$ cat src/rtl/b64d_pkg.sv
package b64d_pkg;

  // Alphabet offsets for the standard base64 table.
  localparam logic [5:0] LOWER_BASE = 6'd26;
  localparam logic [5:0] DIGIT_BASE = 6'd52;
  localparam logic [5:0] PLUS_VAL   = 6'd62;
  localparam logic [5:0] SLASH_VAL  = 6'd63;
  localparam logic [7:0] PAD_CHAR   = 8'h3D;  // '='
  localparam logic [7:0] BYTE_MASK  = 8'hFF;

  typedef enum logic [1:0] {
    KIND_DATA    = 2'd0,
    KIND_OK      = 2'd1,
    KIND_BADCHAR = 2'd2,
    KIND_BADLEN  = 2'd3
  } kind_t;

  typedef struct packed {
    logic [7:0] in_char;
    logic       char_present;
    logic       end_of_text;
  } in_item_t;

  typedef struct packed {
    logic [7:0] out_byte;
    kind_t      result_kind;
    logic       last_result;
  } out_item_t;

  // Work handed from the front part to the back part for one input item.
  typedef struct packed {
    logic [23:0] triple;    // decoded group, first byte in the top bits
    logic [1:0]  nbytes;    // data bytes to emit (0..3)
    logic        has_end;   // a status result follows the data bytes
    kind_t       end_kind;  // status of the closed stream
  } job_t;

endpackage

$ cat src/rtl/b64d_front.sv
module b64d_front (
  input  logic               clk,
  input  logic               rst_n,
  input  logic               in_valid,
  output logic               in_ready,
  input  b64d_pkg::in_item_t in_data,
  input  logic               queue_full,
  output logic               push,
  output b64d_pkg::job_t     job
);
  import b64d_pkg::*;

  typedef struct packed {
    logic [5:0] val;
    logic       pad;
    logic       bad;
  } char_class_t;

  function automatic char_class_t classify(input logic [7:0] c);
    char_class_t r;
    r = '{val: 6'd0, pad: 1'b0, bad: 1'b0};
    if (c inside {[8'h41:8'h5A]}) begin
      r.val = 6'(c - 8'h41);
    end else if (c inside {[8'h61:8'h7A]}) begin
      r.val = 6'(c - 8'h61) + LOWER_BASE;
    end else if (c inside {[8'h30:8'h39]}) begin
      r.val = 6'(c - 8'h30) + DIGIT_BASE;
    end else if (c == 8'h2B) begin
      r.val = PLUS_VAL;
    end else if (c == 8'h2F) begin
      r.val = SLASH_VAL;
    end else if (c == PAD_CHAR) begin
      r.pad = 1'b1;
    end else begin
      r.bad = 1'b1;
    end
    return r;
  endfunction

  logic [17:0] acc_r, acc_nxt;
  logic [1:0]  pos_r, pos_nxt;
  logic [2:0]  pad_r, pad_nxt;
  logic        bad_r, bad_nxt;

  char_class_t cls;
  logic        in_fire;
  logic        is_space;
  logic        kept;
  logic [2:0]  pad_sum;
  logic        bad_sum;

  assign in_ready = !queue_full;
  assign in_fire  = in_valid && in_ready;

  always_comb begin
    cls      = classify(in_data.in_char);
    is_space = (in_data.in_char == 8'h20) || (in_data.in_char inside {[8'h09:8'h0D]});
    kept     = in_data.char_present && !is_space;
    pad_sum  = pad_r + {2'b00, cls.pad};
    bad_sum  = bad_r || cls.bad;

    acc_nxt = acc_r;
    pos_nxt = pos_r;
    pad_nxt = pad_r;
    bad_nxt = bad_r;
    job     = '{triple: 24'd0, nbytes: 2'd0, has_end: 1'b0, end_kind: KIND_OK};

    if (kept) begin
      bad_nxt = bad_sum;
      if (pos_r == 2'd3) begin
        job.triple = {acc_r, cls.val};
        if (bad_sum) begin
          job.nbytes = 2'd0;
        end else if (pad_sum == 3'd0) begin
          job.nbytes = 2'd3;
        end else if (pad_sum == 3'd1) begin
          job.nbytes = 2'd2;
        end else begin
          job.nbytes = 2'd1;
        end
        acc_nxt = 18'd0;
        pos_nxt = 2'd0;
        pad_nxt = 3'd0;
      end else begin
        acc_nxt = {acc_r[11:0], cls.val};
        pos_nxt = pos_r + 2'd1;
        pad_nxt = pad_sum;
      end
    end

    if (in_data.end_of_text) begin
      job.has_end = 1'b1;
      if (pos_nxt != 2'd0) begin
        job.end_kind = KIND_BADLEN;
      end else if (bad_nxt) begin
        job.end_kind = KIND_BADCHAR;
      end else begin
        job.end_kind = KIND_OK;
      end
      acc_nxt = 18'd0;
      pos_nxt = 2'd0;
      pad_nxt = 3'd0;
      bad_nxt = 1'b0;
    end

    push = in_fire && ((job.nbytes != 2'd0) || job.has_end);
  end

  always_ff @(posedge clk) begin
    if (!rst_n) begin
      acc_r <= 18'd0;
      pos_r <= 2'd0;
      pad_r <= 3'd0;
      bad_r <= 1'b0;
    end else if (in_fire) begin
      acc_r <= acc_nxt;
      pos_r <= pos_nxt;
      pad_r <= pad_nxt;
      bad_r <= bad_nxt;
    end
  end

  // An end item always leaves a fresh stream behind.
  a_end_clears: assert property (@(posedge clk) disable iff (!rst_n)
    in_fire && in_data.end_of_text |=> pos_r == 2'd0 && !bad_r && pad_r == 3'd0)
    else $error("stream state not cleared after end of text");

endmodule

$ cat src/rtl/b64d_queue.sv
module b64d_queue #(
  parameter int DEPTH = 4
) (
  input  logic           clk,
  input  logic           rst_n,
  input  logic           push,
  input  b64d_pkg::job_t push_data,
  input  logic           pop,
  output b64d_pkg::job_t pop_data,
  output logic           not_empty,
  output logic           full
);
  import b64d_pkg::*;

  localparam int PTR_W = $clog2(DEPTH);
  localparam int CNT_W = $clog2(DEPTH + 1);

  job_t             mem_r [DEPTH];
  logic [PTR_W-1:0] wr_ptr_r, wr_ptr_nxt;
  logic [PTR_W-1:0] rd_ptr_r, rd_ptr_nxt;
  logic [CNT_W-1:0] count_r, count_nxt;

  assign not_empty = (count_r != '0);
  assign full      = (count_r == CNT_W'(DEPTH));
  assign pop_data  = mem_r[rd_ptr_r];

  always_comb begin
    wr_ptr_nxt = wr_ptr_r;
    rd_ptr_nxt = rd_ptr_r;
    count_nxt  = count_r;
    if (push) begin
      wr_ptr_nxt = (wr_ptr_r == PTR_W'(DEPTH - 1)) ? '0 : wr_ptr_r + 1'b1;
    end
    if (pop) begin
      rd_ptr_nxt = (rd_ptr_r == PTR_W'(DEPTH - 1)) ? '0 : rd_ptr_r + 1'b1;
    end
    if (push && !pop) begin
      count_nxt = count_r + 1'b1;
    end else if (pop && !push) begin
      count_nxt = count_r - 1'b1;
    end
  end

  always_ff @(posedge clk) begin
    if (!rst_n) begin
      wr_ptr_r <= '0;
      rd_ptr_r <= '0;
      count_r  <= '0;
    end else begin
      wr_ptr_r <= wr_ptr_nxt;
      rd_ptr_r <= rd_ptr_nxt;
      count_r  <= count_nxt;
    end
  end

  always_ff @(posedge clk) begin
    if (push) begin
      mem_r[wr_ptr_r] <= push_data;
    end
  end

  a_no_overflow: assert property (@(posedge clk) disable iff (!rst_n) push |-> !full)
    else $error("job queue written while full");

  a_no_underflow: assert property (@(posedge clk) disable iff (!rst_n) pop |-> not_empty)
    else $error("job queue read while empty");

endmodule

$ cat src/rtl/b64d_back.sv
module b64d_back (
  input  logic                clk,
  input  logic                rst_n,
  input  logic                job_valid,
  input  b64d_pkg::job_t      job,
  output logic                pop,
  output logic                out_valid,
  input  logic                out_ready,
  output b64d_pkg::out_item_t out_data
);
  import b64d_pkg::*;

  job_t      work_r, work_nxt;
  logic      work_valid_r, work_valid_nxt;
  logic [1:0] idx_r, idx_nxt;
  logic      out_valid_r, out_valid_nxt;
  out_item_t out_data_r, out_data_nxt;

  logic      advance;
  logic      emit;
  logic      final_res;
  out_item_t res;

  assign out_valid = out_valid_r;
  assign out_data  = out_data_r;

  always_comb begin
    advance = !out_valid_r || out_ready;
    emit    = work_valid_r && advance;

    if (work_r.has_end) begin
      final_res = (idx_r == work_r.nbytes);
    end else begin
      final_res = ({1'b0, idx_r} + 3'd1 == {1'b0, work_r.nbytes});
    end

    res.last_result = final_res;
    if (idx_r < work_r.nbytes) begin
      res.result_kind = KIND_DATA;
      case (idx_r)
        2'd0:    res.out_byte = work_r.triple[23:16] & BYTE_MASK;
        2'd1:    res.out_byte = work_r.triple[15:8] & BYTE_MASK;
        default: res.out_byte = work_r.triple[7:0] & BYTE_MASK;
      endcase
    end else begin
      res.result_kind = work_r.end_kind;
      res.out_byte    = 8'd0;
    end

    pop = job_valid && (!work_valid_r || (emit && final_res));

    work_nxt       = work_r;
    work_valid_nxt = work_valid_r;
    idx_nxt        = idx_r;
    if (pop) begin
      work_nxt       = job;
      work_valid_nxt = 1'b1;
      idx_nxt        = 2'd0;
    end else if (emit && final_res) begin
      work_valid_nxt = 1'b0;
    end else if (emit) begin
      idx_nxt = idx_r + 2'd1;
    end

    out_valid_nxt = out_valid_r;
    out_data_nxt  = out_data_r;
    if (emit) begin
      out_valid_nxt = 1'b1;
      out_data_nxt  = res;
    end else if (out_ready) begin
      out_valid_nxt = 1'b0;
    end
  end

  always_ff @(posedge clk) begin
    if (!rst_n) begin
      work_valid_r <= 1'b0;
      idx_r        <= 2'd0;
      out_valid_r  <= 1'b0;
    end else begin
      work_valid_r <= work_valid_nxt;
      idx_r        <= idx_nxt;
      out_valid_r  <= out_valid_nxt;
    end
  end

  always_ff @(posedge clk) begin
    work_r     <= work_nxt;
    out_data_r <= out_data_nxt;
  end

  a_status_is_last: assert property (@(posedge clk) disable iff (!rst_n)
    out_valid_r && out_data_r.result_kind != KIND_DATA |-> out_data_r.last_result)
    else $error("status result not marked last");

  a_status_byte_zero: assert property (@(posedge clk) disable iff (!rst_n)
    out_valid_r && out_data_r.result_kind != KIND_DATA |-> out_data_r.out_byte == 8'd0)
    else $error("status result carries a nonzero byte");

endmodule

$ cat src/rtl/base64_stream_decoder_unit.sv
// Streaming base64 decoder. Each input transfer carries at most one text character
// (char_present) and may close the text (end_of_text). Whitespace is skipped, the
// standard alphabet decodes to six bits per character, and '=' decodes as zero while
// counting as padding. Every fourth kept character yields one to three data bytes
// (result_kind 0), one result transfer each; an end marker yields one status result
// (1 ok, 2 invalid character, 3 incomplete group), and last_result flags the final
// result of each input item. After an invalid character no further bytes come out,
// and on any error status the consumer should drop the bytes of that text.
// Rate: one input transfer per clock, and one result transfer per clock while out_ready
// is high. The result port is what bounds the sustained rate: a group of four characters
// produces up to three bytes, so plain text streams at one character per cycle, while an
// item that produces several results holds the back end until all of them are sent. A
// queue of QUEUE_DEPTH decoded jobs between the character front end and the result back
// end absorbs such bursts and stalls; in_ready drops only when that queue is full. An
// item's first result passes through the queue, work_r and the output register.
module base64_stream_decoder_unit #(
  parameter int QUEUE_DEPTH = 4
) (
  input  logic                clk,
  input  logic                rst_n,
  input  logic                in_valid,
  output logic                in_ready,
  input  b64d_pkg::in_item_t  in_data,
  output logic                out_valid,
  input  logic                out_ready,
  output b64d_pkg::out_item_t out_data
);
  import b64d_pkg::*;

  // Front to queue.
  logic push;
  job_t push_job;
  logic queue_full;

  // Queue to back.
  logic job_valid;
  job_t pop_job;
  logic pop;

  // The front end classifies each character, tracks the group and pad state, and
  // turns every item that causes results into one job.
  b64d_front u_front (
    .clk        (clk),
    .rst_n      (rst_n),
    .in_valid   (in_valid),
    .in_ready   (in_ready),
    .in_data    (in_data),
    .queue_full (queue_full),
    .push       (push),
    .job        (push_job)
  );

  // Short job queue so the two sides stall independently.
  b64d_queue #(
    .DEPTH (QUEUE_DEPTH)
  ) u_queue (
    .clk       (clk),
    .rst_n     (rst_n),
    .push      (push),
    .push_data (push_job),
    .pop       (pop),
    .pop_data  (pop_job),
    .not_empty (job_valid),
    .full      (queue_full)
  );

  // The back end walks each job, one result per transfer, into an output register.
  b64d_back u_back (
    .clk       (clk),
    .rst_n     (rst_n),
    .job_valid (job_valid),
    .job       (pop_job),
    .pop       (pop),
    .out_valid (out_valid),
    .out_ready (out_ready),
    .out_data  (out_data)
  );

endmodule

$ cat config.mk
export PLATFORM = sky130hd
export DESIGN_NAME = base64_stream_decoder_unit
export DESIGN_NICKNAME = d
export VERILOG_FILES = /design/src/rtl/b64d_pkg.sv /design/src/rtl/b64d_front.sv /design/src/rtl/b64d_queue.sv /design/src/rtl/b64d_back.sv /design/src/rtl/base64_stream_decoder_unit.sv
export SDC_FILE = /design/constraint.sdc
export NUM_CORES = 1
export LEC_CHECK = 0
export BUFFER_PORTS_ARGS = -buffer_cell sky130_fd_sc_hd__buf_2
export CAP_MARGIN = 20
export CELL_PAD_IN_SITES_DETAIL_PLACEMENT = 0
export CELL_PAD_IN_SITES_GLOBAL_PLACEMENT = 2
export CORE_UTILIZATION = 49
export CTS_BUF_LIST = sky130_fd_sc_hd__clkbuf_16
export DETAILED_ROUTE_END_ITERATION = 8
export GPL_ROUTABILITY_DRIVEN = 0
export HOLD_SLACK_MARGIN = 0.05
export PLACE_DENSITY_LB_ADDON = 0.1
export SKIP_LAST_GASP = 1
export SLEW_MARGIN = 20
export SYNTH_ARGS = -nofsm -noshare
export SYNTH_HDL_FRONTEND = slang
export SYNTH_HIERARCHICAL = 1
export SYNTH_SLANG_ARGS = --single-unit
$ cat constraint.sdc
create_clock -name clk -period 9.5 [get_ports clk]
set_input_delay 0.95 -clock clk [delete_from_list [all_inputs] [get_ports clk]]
set_output_delay 0.95 -clock clk [all_outputs]
set_load 0.1 [all_outputs]
==> out/qor.csv <==
metric;value;unit
run status;complete, no violations;
combinational share of power;25.4;%
Vias/cell;5.59;
syn nets;581;
ant diodes;0;
ANT nets after route;0;
Core ar.;0.0161;mm2
Syn Area/Cell;15.2;um2
final instance area;0.00908;mm2
Sum Neg Setup Slack;0;ns
Final Non-Filler Cells;797;
VDD IR max;0.168;mV
clk_skew;0.0114;ns
Final HPWL DP;9.82;mm
Post-synth EDFFs;156;
crit path cell chain;buf_2 -> inv_1 -> ha_1 -> a21o_1 -> a31oi_1 -> nand2_1 -> o211a_4 -> or3_4 -> a21boi_2 -> ha_1 -> inv_1 -> fa_1 -> xor2_1 -> or3_1 -> a21boi_0;
Rel. slew slack;43.2;%
worst r2r src;u_back/idx_r[0];
Area Growth Syn to Fin;10.5;%
Worst path slowest cell;or3_4;
worst reg-to-reg setup slack;6.46;ns
Critical path destination;u_queue/count_r[2];
Boundary Pins;27;
number of distinct library cells after synthesis;64;
Starting Density;51.0;%
Synth Register Bits;193;
vias in the first global route;4471;
number of max-cap violations;0;
Mapped Area;0.00822;mm2
CTS hold repair buffers;0;
chip width;131;um
post-route setup slack;5.28;ns
WHS Path Cells;2;
Clock Power Share;27.3;%
CTS resizes;0;
H-tree depth;4;
root buf cell;clkbuf_16;
worst reg2reg endpoint;u_queue/count_r[2];
WP data required;9.85;ns
NetSw;0.800;mW
Crit Path Class;input pin to flip-flop;
commonest non-fill, non-tap cells in the layout;edfxtp_1, dfxtp_1, and2_1, mux4_2, nor2b_1;
die height;131;um
max-slew violations;0;
number of DRC violations after detailed-routing iteration 0;278;
num rows;46;
f_max;237;MHz
Top FF cell, synth;edfxtp_1;
Synthesis Warnings;6;
share of layout cells above drive strength 1;18.8;%
Net Sw Frac;32.9;%
WL/cell;18.7;um
CTS buffer count;17;
die area;0.0173;mm2
final setup fails;0;
Worst-Margin Slew;0.851;ns
cell count after synthesis;542;
commonest non-fill, non-tap cell in the layout;edfxtp_1;
Nets;607;
Final Hold Violating Endpoints;0;
Routed WL;14.9;mm
clk buf depth;2;
Placement Cell Area;0.00852;mm2
Internal Pwr Total;1.63;mW
Max FO, Critical Path;9;
CTS sink cnt;193;
sequential share of power;47.3;%
CTS tree;built;
clock latency on the worst-skew pair;0.43;ns
detailed-route DRC error count;0;
static leakage;3.02;nW
placed cells;765;
min-delay worst type;flip-flop to flip-flop;
Worst R2R Path Depth;13;
crit path launch;in_data[4];
total number of vias;4459;
number of detailed-route iterations in the first pass;5;
final worst-path cycle share;44.4;%
RSZ-0062 raised after global routing;no;
port bufs;26;
pwr dens;268;mW/mm2
worst slack, placed;4.90;ns
asr flop ratio synth;0;%
Setup Buffers After CTS;0;
fin crit period;4.22;ns
first-pass GRT wire length;24.2;mm
CP startpoint kind;input pin;
Worst path max stage delay;0.38;ns
sequential area share after synthesis;66.0;%
largest net degree at the start of global routing;40;
CP Capture Type;flip-flop;
clock-pin slew on the worst setup and hold paths;0.07;ns
initial antenna violation count;0;
Overflow after GRT;0;
GRT Util Overall;18.4;%
Worst Path Arrival;4.57;ns
flip-flops by register name (all words and copies together) (netlist names), named ones only:
name,count
u_queue/mem_r,116
u_back/work_r,29
u_front/acc_r,18
u_back/out_data,11
u_front/pad_r,3
u_queue/count_r,3
u_back/idx_r,2
u_front/pos_r,2
u_queue/rd_ptr_r,2
u_queue/wr_ptr_r,2
u_back/out_valid,1
u_back/work_valid_r,1
u_front/bad_r,1
critical path, delay by kind of cell:
family | cells | cell delay (ns)
compound gates | 5 | 1.20
xor+xnor | 1 | 0.15
fa+ha+maj | 3 | 0.92
buf+inv | 3 | 0.37
simple gates | 3 | 0.96
cells by family after synthesis:
family,after synthesis,synth area share [%]
muxes,34,8.60
adders and majority gates,25,3.90
DFF,193,66.0
AOI/OAI and AO/OA,97,8.32
and+or+nand+nor,138,9.59
xor gates and xnor gates,6,0.640
buffers and inverters,49,2.91
per-stage QoR:
step	power (mW)	utilization, %	hold slack [ns]
floorplan	1.67	-	0.443
global placement	1.79	52.9	0.454
detailed placement	1.80	52.9	0.472
CTS	2.46	56.3	0.483
global route	2.54	56.3	0.522
finish	2.43	56.3	0.479
synthesized netlist by cell type (all sizes together) (3+ instances only):
master	count	share of area (%)
nor2b	27	2.1
and3	6	0.52
nand2	22	1.0
or3	5	0.44
nor3	11	0.79
o211ai	3	0.27
o21ai	13	0.84
a21oi	20	1.3
a21boi	5	0.50
ha	24	3.7
a21o	4	0.38
and2	28	2.1
edfxtp	156	57
inv	23	1.1
nor2	17	0.87
a32oi	4	0.43
dfxtp	37	9.0
nand2b	4	0.30
mux4	29	8.0
a211oi	4	0.43
buf	13	1.3
nand3	9	0.55
a31oi	7	0.53
xnor2	4	0.43
a22oi	22	2.0
clkbuf	13	0.59
mux2i	5	0.61
routing by layer:
metal	share of wire, %	vias to the layer above	global-route usage, %
met5	0	-	0
met4	1.8	0	7.36
met3	3.3	22	3.01
met2	47	93	28.5
met1	48	2219	26.0
li1	-	2125	-
layout make-up:
class | instances | area [um2]
Tap cell | 216 | 270
Multi-Input combinational cell | 300 | 2550
Timing Repair Buffer | 33 | 183
Clock buffer | 17 | 425
Inverter | 23 | 86.3
Clock inverter | 15 | 130
Fill cell | 1302 | 7040
Sequential cell | 193 | 5430
power groups by stage:
stage                     logic, mW  registers [mW]  clock network, mW
after global routing          0.667            1.17              0.710
final                         0.618            1.15              0.663
after CTS                     0.624            1.15              0.679
after detailed placement      0.624            1.17                  0
after global placement        0.619            1.17                  0
after floorplan               0.366            1.31                  0
worst min-delay path by stage:
stage                           from                to  slack (ns)
global route        u_front/acc_r[5]  u_front/acc_r[5]        0.52
detailed placement  u_front/pad_r[2]  u_front/pad_r[2]        0.47
global placement    u_front/pad_r[2]  u_front/pad_r[2]        0.45
CTS                 u_front/pad_r[2]  u_front/pad_r[2]        0.48
finish              u_front/pad_r[2]  u_front/pad_r[2]        0.48
floorplan           u_front/pad_r[2]  u_front/pad_r[2]        0.44
(Power assumes the default switching activity.)
